<file path="src/hw/rtl/csc_pkg.sv">
`default_nettype none

package csc_pkg;

  // Fixed field and datapath widths.
  localparam int VALUE_WIDTH = 16;
  localparam int ACC_WIDTH   = 48;
  localparam int DIV_NW      = 60;
  localparam int DIV_DW      = 25;

  // Fixed-point constants of the exponential.
  localparam logic [16:0] LOG2E_Q16    = 17'd94548;
  localparam logic [14:0] LN2_Q31_STEP = 15'd22713;
  localparam logic [31:0] ONE_Q31      = 32'h8000_0000;
  localparam logic [30:0] LOGIT_LIMIT  = 31'h7FFF_FFFF;

  // Configuration register indexes.
  localparam logic CFG_CLASS_COUNT = 1'b0;
  localparam logic CFG_COS_SCALE   = 1'b1;

  typedef struct packed {
    logic                          mode;
    logic [5:0]                    class_index;
    logic [9:0]                    element_index;
    logic signed [VALUE_WIDTH-1:0] value;
    logic                          last;
  } request_t;

  typedef struct packed {
    logic [5:0]  best_class;
    logic [15:0] confidence;
  } result_t;

  typedef enum logic [3:0] {
    ST_IDLE,
    ST_MAC,
    ST_SQRT,
    ST_NORM,
    ST_ZDIV,
    ST_LRD,
    ST_LMUL,
    ST_LDIV,
    ST_ERD,
    ST_ET,
    ST_EFRAC,
    ST_ELOW,
    ST_ESUM,
    ST_CSTART,
    ST_CDIV,
    ST_FINISH
  } state_t;

  // Q31 factors 2^-(2^-(j+1)) for the fraction bits of the exponent.
  function automatic logic [31:0] pow2_frac(input logic [2:0] j);
    logic [31:0] r;
    case (j)
      3'd0:    r = 32'd1518500250;
      3'd1:    r = 32'd1805811301;
      3'd2:    r = 32'd1969251188;
      3'd3:    r = 32'd2056437387;
      3'd4:    r = 32'd2101467502;
      3'd5:    r = 32'd2124350982;
      3'd6:    r = 32'd2135885998;
      3'd7:    r = 32'd2141676973;
      default: r = 32'd0;
    endcase
    return r;
  endfunction

endpackage

`default_nettype wire

</file>
<file path="src/hw/rtl/csc_div.sv">
`default_nettype none

// Restoring divider, one quotient bit per cycle.
module csc_div (
  input  wire                          clk,
  input  wire                          rst,
  input  wire                          start,
  input  wire [csc_pkg::DIV_NW-1:0]    num,
  input  wire [csc_pkg::DIV_DW-1:0]    den,
  output logic                         done,
  output logic [csc_pkg::DIV_NW-1:0]   quot
);
  import csc_pkg::*;

  logic [DIV_DW-1:0] rem;
  logic [DIV_DW-1:0] den_q;
  logic [DIV_NW-1:0] work;
  logic [5:0]        cnt;
  logic              running;
  logic [DIV_DW:0]   rem_sh;
  logic              ge;

  assign rem_sh = {rem, work[DIV_NW-1]};
  assign ge     = rem_sh >= {1'b0, den_q};
  assign quot   = work;

  always_ff @(posedge clk) begin
    if (rst) begin
      running <= 1'b0;
      done    <= 1'b0;
    end else begin
      done <= 1'b0;
      if (start) begin
        running <= 1'b1;
      end else if (running && cnt == 6'(DIV_NW - 1)) begin
        running <= 1'b0;
        done    <= 1'b1;
      end
    end
  end

  always_ff @(posedge clk) begin
    if (start) begin
      work  <= num;
      den_q <= den;
      rem   <= '0;
      cnt   <= '0;
    end else if (running) begin
      rem  <= ge ? DIV_DW'(rem_sh - {1'b0, den_q}) : rem_sh[DIV_DW-1:0];
      work <= {work[DIV_NW-2:0], ge};
      cnt  <= cnt + 6'd1;
    end
  end

endmodule

`default_nettype wire

</file>
<file path="config.mk">
export PLATFORM = sky130hd
export DESIGN_NAME = csc_div
export DESIGN_NICKNAME = d
export VERILOG_FILES = /design/src/hw/rtl/csc_pkg.sv /design/src/hw/rtl/csc_div.sv
export SDC_FILE = /design/constraint.sdc
export NUM_CORES = 1
export LEC_CHECK = 0
export BUFFER_PORTS_ARGS = -buffer_cell sky130_fd_sc_hd__buf_2
export CORE_MARGIN = 4
export CORE_UTILIZATION = 55
export CTS_CLUSTER_DIAMETER = 30
export DETAILED_ROUTE_END_ITERATION = 8
export PLACE_DENSITY = 0.85
export SLEW_MARGIN = 10
export SYNTH_ARGS = -nofsm -noshare
export SYNTH_HDL_FRONTEND = slang
export SYNTH_SLANG_ARGS = --single-unit
</file>
<file path="constraint.sdc">
create_clock -name clk -period 4.95 [get_ports clk]
set_clock_uncertainty 0.2 [all_clocks]
set_input_delay 0.7425 -clock clk [delete_from_list [all_inputs] [get_ports clk]]
set_output_delay 0.7425 -clock clk [all_outputs]
set_load 0.1 [all_outputs]
</file>
# After elaboration in Yosys (flattened, before gate mapping)
# Cells that the tools add are included.
[word_totals]
ff_bits = 118
inputBits = 88
word_cells = 20
[op_classes]
add_sub_neg = 2
order_cmp = 1
n_eq_ne = 1
muxes = 6
reduce_logical = 4
[ops]
columns = ["op", "count"]
rows = [
  ["60-bit two-way mux", 2],
  ["26-bit by 25-bit >= comparator with 1-bit output", 1],
  ["25-bit two-way mux", 1],
  ["25-bit subtractor", 1],
  ["6-bit by 1-bit adder with 6-bit output (second input constant)", 1],
  ["6-bit == test (second input constant)", 1],
  ["2-bit nonzero test", 2],
  ["1-bit two-way mux", 3],
  ["2-bit OR reduction", 1],
  ["1-bit logical AND", 1],
]

# Depth between registers and ports, before layout
# Gate-level depths: netlist of run 1.
[depth]
ltp_word = 4
ltp_mapped = 13
mapped_depth_nobuf = 12

# Worst setup path after synthesis of run 1
# No wires, ideal clock.
[synth_timing]
path_kind = "register to register"
from = "reg work[59], in the netlist quot[59]"
to = "reg rem[0]"
arrival_time_ns = 2.892
required_time_ns = 4.672
setup_slack_ns = 1.780
stages_incl_launch_ff = 14
n_path_buf = 1
synth_period_minus_slack_ns = 3.170
path_cell_list = "edfxtp_1 -> inv_1 -> ha_1 -> inv_1 -> fa_1 -> a21oi_1 -> o21bai_1 -> o221ai_2 -> o211ai_2 -> a21oi_4 -> buf_6 -> nand2_1 -> o211a_1 -> nor3_1"
[synth_via]
elab_chain_cells = 2
word_cells_on_any_way = 3
classes_between = "add/sub: 1; order compare: 1; mux: 1"
[synth_lines]
columns = ["item", "line", "rtl"]
rows = [
  ["from (decl)", "csc_div.sv:17", "logic [DIV_NW-1:0] work;"],
  ["from (signal assigned)", "csc_div.sv:44", "work <= num;"],
  ["from (signal assigned)", "csc_div.sv:50", "work <= {work[DIV_NW-2:0], ge};"],
  ["25-bit subtractor or 26-bit by 25-bit >= comparator with 1-bit output (tied branches)", "csc_div.sv:49, csc_div.sv:24", ""],
  ["25-bit two-way mux (*)", "csc_div.sv:49", "rem <= ge ? DIV_DW'(rem_sh - {1'b0, den_q}) : rem_sh[DIV_DW-1:0];"],
  ["to (signal assigned)", "csc_div.sv:49", ""],
  ["to (decl)", "csc_div.sv:15", "logic [DIV_DW-1:0] rem;"],
]
# Mark *: on every way between the ends. The rest lies on a longest branch, timed or not.
# A chain may end at the register's enable or synchronous reset.

# Worst setup path in the final report of run 1
[layout_timing]
from = "reg work[59], in the netlist quot[59]"
to = "reg rem[18]"
# Same word-level chain as after synthesis.

==> results.yml, run 1 <==
clocking:
  clockBufferDepth: 2
  cts_resized: 0
  cts_setup_buffers: 0
  h-tree-depth: 4
  cts.clk_slew.worst_paths_ns: 0.06
  hold_buffers: 0
  cts_sinks: 118
  cts_buffers: 17
  tritoncts: "yes"
  cts_root_buf: "clkbuf_8"
  clkLatencyLatePin_ns: 0.54
worst_hold_path:
  hp-start: "rst"
  hold_end: "running"
  whs_path_depth: 2
  hold_class: "primary input to flop"
logic_synthesis:
  synth_area_leaders: "edfxtp_1 (42%), mux2_2 (11%), dfxtp_1 (11%)"
  synth_most_common_cell: "edfxtp_1"
  async_reset_ff_frac: 0
  ys_top_cells_by_count: "edfxtp_1 (85), mux2_2 (59), nor2_1 (44), dfxtp_1 (33), inv_1 (33)"
  synth_top_area_share: 0.420
  synth_nets: 636
  syn-cell-area_um2: 6080
  yosysTopAreaCell: "edfxtp_1"
  yosys_warnings: 0
  ys_ff_latch: 118
  synth_edf_count: 85
  synth-seq-area-share: 0.529
  syn_inst: 521
  synth_cell_types: 60
  synth_ff_type: "edfxtp_1"
  avgSynthCellArea_um2: 11.7
global_route:
  first_global_vias: 4859
  grt_max_degree: 69
  grtUsageMet3: 0.0957
  grt.total_usage: 0.237
  grt_use_met1: 0.275
  grt_overflow: 0
  globalRouteMet2Util: 0.389
  grt_pass1_wl_um: 23600
  busiest_layer: "met2"
  antenna_found_initial: 0
power:
  p_leak_uw: 0.00316
  switching_power_uw: 1090
  p_per_area_nw_per_um2: 426
  max-vdd-ir-drop_v: 0.000380
  swShare: 0.341
  power_frac_comb: 0.244
  clockPowerShare: 0.380
  power.internal_uw: 2110
  seq_power_share: 0.377
layout:
  n_antenna_cell: 0
  postLayoutCellArea_um2: 7490
  drive_gt1_frac: 0.370
  nets: 783
  area_delta_synth_final_pct: 23.3
sta:
  finalSetupViolCount: 0
  period_share: 0.723
  holdWs_ns: 0.181
  setup_tns_ns: 0
  drv_slew: 0
  max_freq_mhz: 280
  timing.final.hold_violations: 0
  slew_headroom: 0.221
  fin_crit_ns: 3.58
  rsz0062_at_grt: "false"
  tightest_slew_ns: 1.16
floorplanning:
  ios: 149
  die-width_um: 113
  core_um2: 10800
  num_rows: 38
  start_util: 0.560
  die-area_um2: 12800
  die_y_um: 113
setup_path:
  crit_buf_inv: 3
  startpoint_type: "flop"
  worstReg2RegStart: "quot[59]"
  crit_required_ns: 5.13
  path_class: "flop to flop"
  cpLargestDelayFamily: "compound AO/OA/AOI/OAI gates"
  cp_cell_sequence: "inv_1 -> ha_1 -> inv_1 -> fa_1 -> a21oi_1 -> o21bai_1 -> o221ai_2 -> o211ai_2 -> a21oi_4 -> buf_4 -> nor2_1 -> a21oi_1 -> a211oi_2"
  arrival_ns: 3.75
  crit_fanout: 24
  reg2reg_slack_ns: 1.37
  reg2reg_to: "rem[18]"
  cp-end-kind: "flop"
  crit_slowest_cell: "a21oi_4"
  cpPeakStageDelay_ns: 0.56
  rr_worst_depth: 13
placed_design:
  hpwl_um: 10200
  placed_cell_area_um2: 6920
  routabilityCongestion: 0.941
  io_buffer_count: 148
job:
  timing.max_cap.violations: 0
routing:
  drtPass1Iterations: 5
  ant_nets: 0
  first_iter_violations: 253
  wl_per_cell_um: 18.1
  num_vias: 4673
  vias_per_cell: 5.69
  wl_um: 14900
  drc: 0
run_status:
  status: "finished clean"
-- cells in the final DEF, fill, tap and decap left out, types with 3 or more instances in the layout --
cell type,n
o21ai_0,21
buf_2,147
inv_1,32
nor2_1,44
nand2_1,26
and3_1,3
nand4_1,7
a32oi_1,3
a211oi_2,3
clkinv_1,5
o211ai_1,3
mux2i_1,9
o31ai_1,5
nand2b_1,4
clkinvlp_4,4
o21a_1,5
xnor2_1,13
nor2b_1,4
nand3_1,10
bufinv_16,3
clkbuf_16,16
a211oi_1,11
o21ai_1,3
nor3_1,8
edfxtp_1,85
dfxtp_1,33
ha_1,26
buf_4,5
a21oi_1,29
xor2_1,12
mux2_2,59
-- sequential cells by signal, indices dropped and copies added (netlist names) --
register / flops
done: 1
quot: 60
cnt: 6
rem: 25
running: 1
den_q: 25
-- power by group through the flow --
stage / logic, uW / clock network [uW] / registers [uW]
final: 778 / 1210 / 1200
after global routing: 816 / 1270 / 1210
after CTS: 777 / 1230 / 1200
after detailed placement: 772 / 0 / 1220
after global placement: 756 / 0 / 1220
after floorplan: 251 / 0 / 1590
-- area by class of cell --
cell class	count	area, um^2
clock inverter	15	161
sequential	118	3210
timing repair buffer	152	773
tap	140	175
fill	790	3350
clock buffer	17	414
inverter	33	124
multi-input combinational	346	2630
-- worst max-delay path by stage --
stage | from | to | slack (ns) | cells past startpoint
floorplan | quot[59] | rem[0] | 1.78 | 13
global placement | quot[59] | rem[18] | 1.63 | 13
detailed placement | quot[59] | rem[18] | 1.44 | 13
CTS | quot[59] | rem[18] | 1.39 | 13
global route | quot[59] | rem[18] | 1.11 | 13
finish | quot[59] | rem[18] | 1.37 | 13
-- worst reg2reg max path, cell delays in order, from the launching register on --
cell	delay, ns
edfxtp_1	0.42
inv_1	0.09
ha_1	0.19
inv_1	0.09
fa_1	0.41
a21oi_1	0.21
o21bai_1	0.15
o221ai_2	0.20
o211ai_2	0.19
a21oi_4	0.56
buf_4	0.38
nor2_1	0.09
a21oi_1	0.15
a211oi_2	0.09
-- through the flow --
step	instances	total power [uW]	util	setup WS [ns]
final	821	3190	0.691	1.37
after global routing	821	3300	0.691	1.11
after CTS	821	3210	0.691	1.39
after detailed placement	789	1990	0.638	1.44
after global placement	789	1970	0.638	1.63
after floorplan	521	1840	-	1.78
-- cell families after synthesis --
| kind of cell | share of synthesized area |
|---|---|
| AND/OR/NAND/NOR | 0.0914 |
| flip-flops | 0.529 |
| AO/OA/AOI/OAI | 0.124 |
| multiplexers | 0.124 |
| buffers and inverters | 0.0383 |
| adder cells (fa/ha/maj) | 0.0568 |
| XOR/XNOR | 0.0360 |
-- layer usage --
metal / part of all wire / vias up
met3: 0.083 / 29
met4: 0.024 / 0
met5: 0 / -
li1: - / 2229
met1: 0.39 / 2222
met2: 0.50 / 193
(Power assumes the default switching activity.)
==> run 2, diff against run 1 <==
--- a/config.mk
+++ b/config.mk
@@ -7,10 +7,10 @@
 export LEC_CHECK = 0
 export BUFFER_PORTS_ARGS = -buffer_cell sky130_fd_sc_hd__buf_2
 export CORE_MARGIN = 4
-export CORE_UTILIZATION = 55
+export CORE_UTILIZATION = 54
 export CTS_CLUSTER_DIAMETER = 30
 export DETAILED_ROUTE_END_ITERATION = 8
-export PLACE_DENSITY = 0.85
+export PLACE_DENSITY = 0.84
 export SLEW_MARGIN = 10
 export SYNTH_ARGS = -nofsm -noshare
 export SYNTH_HDL_FRONTEND = slang
==> constraint.sdc (replaced) <==
create_clock -name clk -period 3.6 [get_ports clk]
set_clock_uncertainty 0.2 [all_clocks]
set_input_delay 0.54 -clock clk [delete_from_list [all_inputs] [get_ports clk]]
set_output_delay 0.54 -clock clk [all_outputs]
set_load 0.1 [all_outputs]
==> run 2 against run 1 <==
  * Hold slack got worse by 0.088 ns
  * Clock-buffer cell count rose by 7
  * Via count decreased by 2.1%
  * Clock power increased by 38%
  * Design area increased by 0.40%
  * Die area rose by 1.7%
  * Cell count up 0.24%
  * Critical path depth unchanged
  * Wire length fell by 3.2%
  * Maximum frequency grew 13%
  * Combinational power rose by 38%
  * Critical endpoint is now rem[0]
==> results.yml, run 2 (synthesis results as in run 1) <==
global_route:
  grt_max_degree: 61
  grt_pass1_wl_um: 23500
  grt.total_usage: 0.232
  first_global_vias: 4854
  antenna_found_initial: 0
  grt_overflow: 0
floorplanning:
  num_rows: 38
  die_y_um: 114
  die-width_um: 114
  die-area_um2: 13000
  ios: 149
  core_um2: 10900
  start_util: 0.556
routing:
  first_iter_violations: 259
  wl_um: 14400
  ant_nets: 0
  drc: 0
  wl_per_cell_um: 17.5
  vias_per_cell: 5.56
  num_vias: 4573
  drtPass1Iterations: 5
worst_hold_path:
  hp-start: "den[15]"
  hold_end: "den_q[15]"
  hold_class: "primary input to flop"
  whs_path_depth: 1
sta:
  drv_slew: 0
  timing.final.hold_violations: 0
  fin_crit_ns: 3.17
  holdWs_ns: 0.0926
  slew_headroom: 0.489
  rsz0062_at_grt: "false"
  tightest_slew_ns: 0.767
  finalSetupViolCount: 0
  max_freq_mhz: 316
  setup_tns_ns: 0
  period_share: 0.879
placed_design:
  io_buffer_count: 148
  placed_cell_area_um2: 6930
  routabilityCongestion: 0.975
  hpwl_um: 10100
layout:
  postLayoutCoreUtil: 0.688
  area_delta_synth_final_pct: 23.8
  drive_gt1_frac: 0.375
  layout_commonest_cell: "buf_2"
  nets: 785
  layout_common_cells: "buf_2 (147), edfxtp_1 (85), mux2_2 (59)"
  largest_register_ffs: 60
  postLayoutCellArea_um2: 7520
  n_antenna_cell: 0
  fillers: 792
setup_path:
  worstReg2RegStart: "quot[59]"
  cp-end-kind: "flop"
  path_class: "flop to flop"
  reg2reg_slack_ns: 0.43
  crit_required_ns: 3.73
  reg2reg_to: "rem[0]"
  arrival_ns: 3.30
  crit_fanout: 45
  startpoint_type: "flop"
  rr_worst_depth: 13
clocking:
  cts_root_buf: "clkbuf_16"
  tritoncts: "yes"
  hold_buffers: 0
  cts_resized: 0
  clkLatencyLatePin_ns: 0.42
  cts.clk_slew.worst_paths_ns: 0.05
  h-tree-depth: 4
  cts_buffers: 17
  cts_setup_buffers: 0
  cts_sinks: 118
  clockBufferDepth: 2
power:
  p_total_uw: 4390
  p_per_area_nw_per_um2: 584
  max-vdd-ir-drop_v: 0.000436
  p_leak_uw: 0.00319
job:
  timing.max_cap.violations: 0
run_status:
  status: "finished clean"
-- run 2: changes by cell type in the layout (fill, tap and decap cells not counted) --
cell,before,now
buf_4,5,7
bufinv_16,3,2
clkinvlp_4,4,2
clkbuf_16,16,17
clkbuf_8,1,4
clkinv_2,1,3
inv_6,1,0
clkinv_1,5,0
clkbuf_1,0,3
-- run 2: final cells by class --
class,instances,area [um^2],area share
Sequential cell,118,3210,0.427
Multi-Input combinational cell,346,2630,0.350
Timing Repair Buffer,154,788,0.105
Clock buffer,24,492,0.0654
Tap cell,140,175,0.0233
Inverter,33,124,0.0165
Clock inverter,8,98.8,0.0131
-- run 2: worst max path at each step --
stage | startpoint | to | slack, ns | cells past startpoint
2_1_floorplan | quot[59] | rem[0] | 0.43 | 13
3_3_place_gp | quot[59] | rem[1] | 0.63 | 12
3_5_place_dp | quot[59] | rem[0] | 0.51 | 13
4_1_cts | quot[59] | rem[0] | 0.45 | 13
5_1_grt | quot[59] | rem[24] | 0.15 | 12
6_report | quot[59] | rem[0] | 0.43 | 13
-- run 2: per-layer routing --
layer / part of all wire / vias to the layer above / track usage
li1: - / 2232 / -
met1: 0.40 / 2169 / 0.274
met2: 0.50 / 157 / 0.384
met3: 0.083 / 15 / 0.0967
met4: 0.013 / 0 / 0.0736
met5: 0 / - / 0
-- run 2: where the power goes --
| group | internal, uW | switching (uW) |
|---|---|---|
| Clock | 1090 | 582 |
| Sequential | 1590 | 59.7 |
| Combinational | 263 | 808 |
| Total | 2940 | 1450 |
-- run 2: stage by stage --
| step | setup WS [ns] | cells |
|---|---|---|
| floorplan | 0.430 | 521 |
| global route | 0.151 | 823 |
| CTS | 0.448 | 823 |
| finish | 0.435 | 823 |
| detailed placement | 0.512 | 791 |
| global placement | 0.629 | 791 |
-- run 2: worst max-delay path, stage by stage, from the launching register on --
cell      delay, ns
edfxtp_1       0.40
inv_1          0.08
ha_1           0.15
inv_1          0.05
fa_1           0.40
a21oi_1        0.23
o21bai_1       0.15
o221ai_2       0.21
o211ai_2       0.21
a21oi_4        0.15
buf_4          0.42
nand2_1        0.11
o211a_1        0.14
nor3_1         0.17
==> run 3, diff against run 2 <==
--- a/config.mk
+++ b/config.mk
@@ -7,10 +7,11 @@
 export LEC_CHECK = 0
 export BUFFER_PORTS_ARGS = -buffer_cell sky130_fd_sc_hd__buf_2
 export CORE_MARGIN = 4
-export CORE_UTILIZATION = 54
+export CORE_UTILIZATION = 40
 export CTS_CLUSTER_DIAMETER = 30
 export DETAILED_ROUTE_END_ITERATION = 8
-export PLACE_DENSITY = 0.84
+export GPL_ROUTABILITY_DRIVEN = 0
+export PLACE_DENSITY = 0.66
 export SLEW_MARGIN = 10
 export SYNTH_ARGS = -nofsm -noshare
 export SYNTH_HDL_FRONTEND = slang
==> run 3 against run 2 <==
  * Cell count rose by 5.5%
  * Critical path depth fell by 1
  * Highest routed layer is now met5
  * Core utilization decreased by 17 points
  * Clock-buffer cell count shrank 7
  * Largest power group is now registers
  * Critical endpoint is now rem[24]
==> results.yml, run 3 (synthesis results as in run 1) <==
sta:
  period_share: 0.888
  setup_ws_ns: 0.401
  timing.final.hold_violations: 0
  rsz0062_at_grt: "false"
  drv_slew: 0
  slew_headroom: 0.482
  setup_tns_ns: 0
  tightest_slew_ns: 0.777
  fin_crit_ns: 3.20
  max_freq_mhz: 313
  finalSetupViolCount: 0
  holdWs_ns: 0.0911
setup_path:
  cpMostUsedCell: "inv_1"
  arrival_ns: 3.31
  crit_required_ns: 3.71
  cp_cell_sequence: "inv_1 -> ha_1 -> inv_1 -> fa_1 -> a21oi_1 -> o21bai_1 -> o22ai_1 -> nor3_1 -> o311ai_0 -> nand3b_1 -> xnor2_1 -> o31ai_1"
  crit_slowest_cell: "edfxtp_1"
  crit_fanout: 5
  reg2reg_slack_ns: 0.40
  path_class: "flop to flop"
  cp-end-kind: "flop"
  startpoint_type: "flop"
  cpLargestDelayFamily: "compound AO/OA/AOI/OAI gates"
  crit_buf_inv: 2
  cpPeakStageDelay_ns: 0.40
routing:
  first_iter_violations: 301
  drc: 0
  ant_nets: 0
  wl_um: 14400
  wl_met3_um: 1250
  vias_per_cell: 5.30
  drtPass1Iterations: 5
  wl_met1_um: 5970
  num_vias: 4598
  wl_met2_um: 6950
  routed.top_layer: "met5"
  wl_per_cell_um: 16.6
job:
  timing.max_cap.violations: 0
global_route:
  first_global_vias: 4865
  grt.total_usage: 0.171
  grt_pass1_wl_um: 23800
  grt_max_degree: 61
  antenna_found_initial: 1
  grt_overflow: 0
worst_hold_path:
  hold_class: "primary input to flop"
clocking:
  cts_root_buf: "clkbuf_16"
  cts.clk_slew.worst_paths_ns: 0.06
  h-tree-depth: 4
  cts_sinks: 118
  tritoncts: "yes"
  clockBufferDepth: 2
  hold_buffers: 0
  cts_buffers: 17
  clkLatencyLatePin_ns: 0.42
  cts_setup_buffers: 0
  cts_resized: 0
layout:
  layout_common_cells: "buf_2 (147), edfxtp_1 (85), mux2_2 (59)"
  drive_gt1_frac: 0.377
  largest_register_ffs: 60
  area_delta_synth_final_pct: 24.2
  layout_commonest_cell: "buf_2"
  fillers: 1298
  n_antenna_cell: 0
  nets: 786
placed_design:
  io_buffer_count: 148
  hpwl_um: 10400
  dp_worst_setup_slack_ns: 0.443
floorplanning:
  die-area_um2: 17200
  die-width_um: 131
  core_um2: 14700
  num_rows: 44
  ios: 149
  start_util: 0.413
  die_y_um: 131
run_status:
  status: "finished clean"
power:
  p_leak_uw: 0.00318
  p_per_area_nw_per_um2: 571
  max-vdd-ir-drop_v: 0.000419
[run 3: final cells by class]
type | count | area (um^2) | area share
flip-flops and latches | 118 | 3210 | 0.426
multi-input cells | 346 | 2630 | 0.348
repair buffers | 155 | 796 | 0.105
clock buffers | 17 | 425 | 0.0564
well taps | 184 | 230 | 0.0305
clock inverters | 15 | 130 | 0.0172
inverters | 33 | 124 | 0.0164
[run 3: worst reg2reg max path, cell delays in order (launching register included)]
cell,delay (ns)
edfxtp_1,0.40
inv_1,0.07
ha_1,0.16
inv_1,0.05
fa_1,0.40
a21oi_1,0.21
o21bai_1,0.13
o22ai_1,0.38
nor3_1,0.16
o311ai_0,0.40
nand3b_1,0.14
xnor2_1,0.15
o31ai_1,0.23
[run 3: report_power, final]
group / total (uW) / switching [uW] / leakage, uW / internal (uW)
sequential: 1650 / 57.4 / 0.00112 / 1590
combinational: 1060 / 801 / 0.00179 / 263
clock: 1600 / 646 / 0.000273 / 950
total: 4310 / 1500 / 0.00318 / 2810
[run 3: metal layers]
layer / GRT usage / vias up
met4: 0.0589 / 2
met1: 0.197 / 2172
li1: - / 2243
met2: 0.284 / 158
met3: 0.0784 / 23
met5: 0 / -
[run 3: path summary, 6_finish.rpt]
kind	start	end	cells past startpoint
worst min register to register	rem[17]	rem[17]	2
worst max-delay path	quot[59]	rem[24]	12
worst min-delay path	den[5]	den_q[5]	1
worst max register to register	quot[59]	rem[24]	12
[run 3: metrics by stage]
| stage | area, um^2 | power [uW] | util | cells |
|---|---|---|---|---|
| 4_1_cts | 7550 | 4350 | 0.514 | 868 |
| 6_report | 7550 | 4310 | 0.514 | 868 |
| 3_5_place_dp | 6990 | 2740 | 0.476 | 836 |
| 3_3_place_gp | 6990 | 2730 | 0.476 | 836 |
| 2_1_floorplan | 6080 | 2530 | - | 521 |
| 5_1_grt | 7550 | 4480 | 0.514 | 868 |
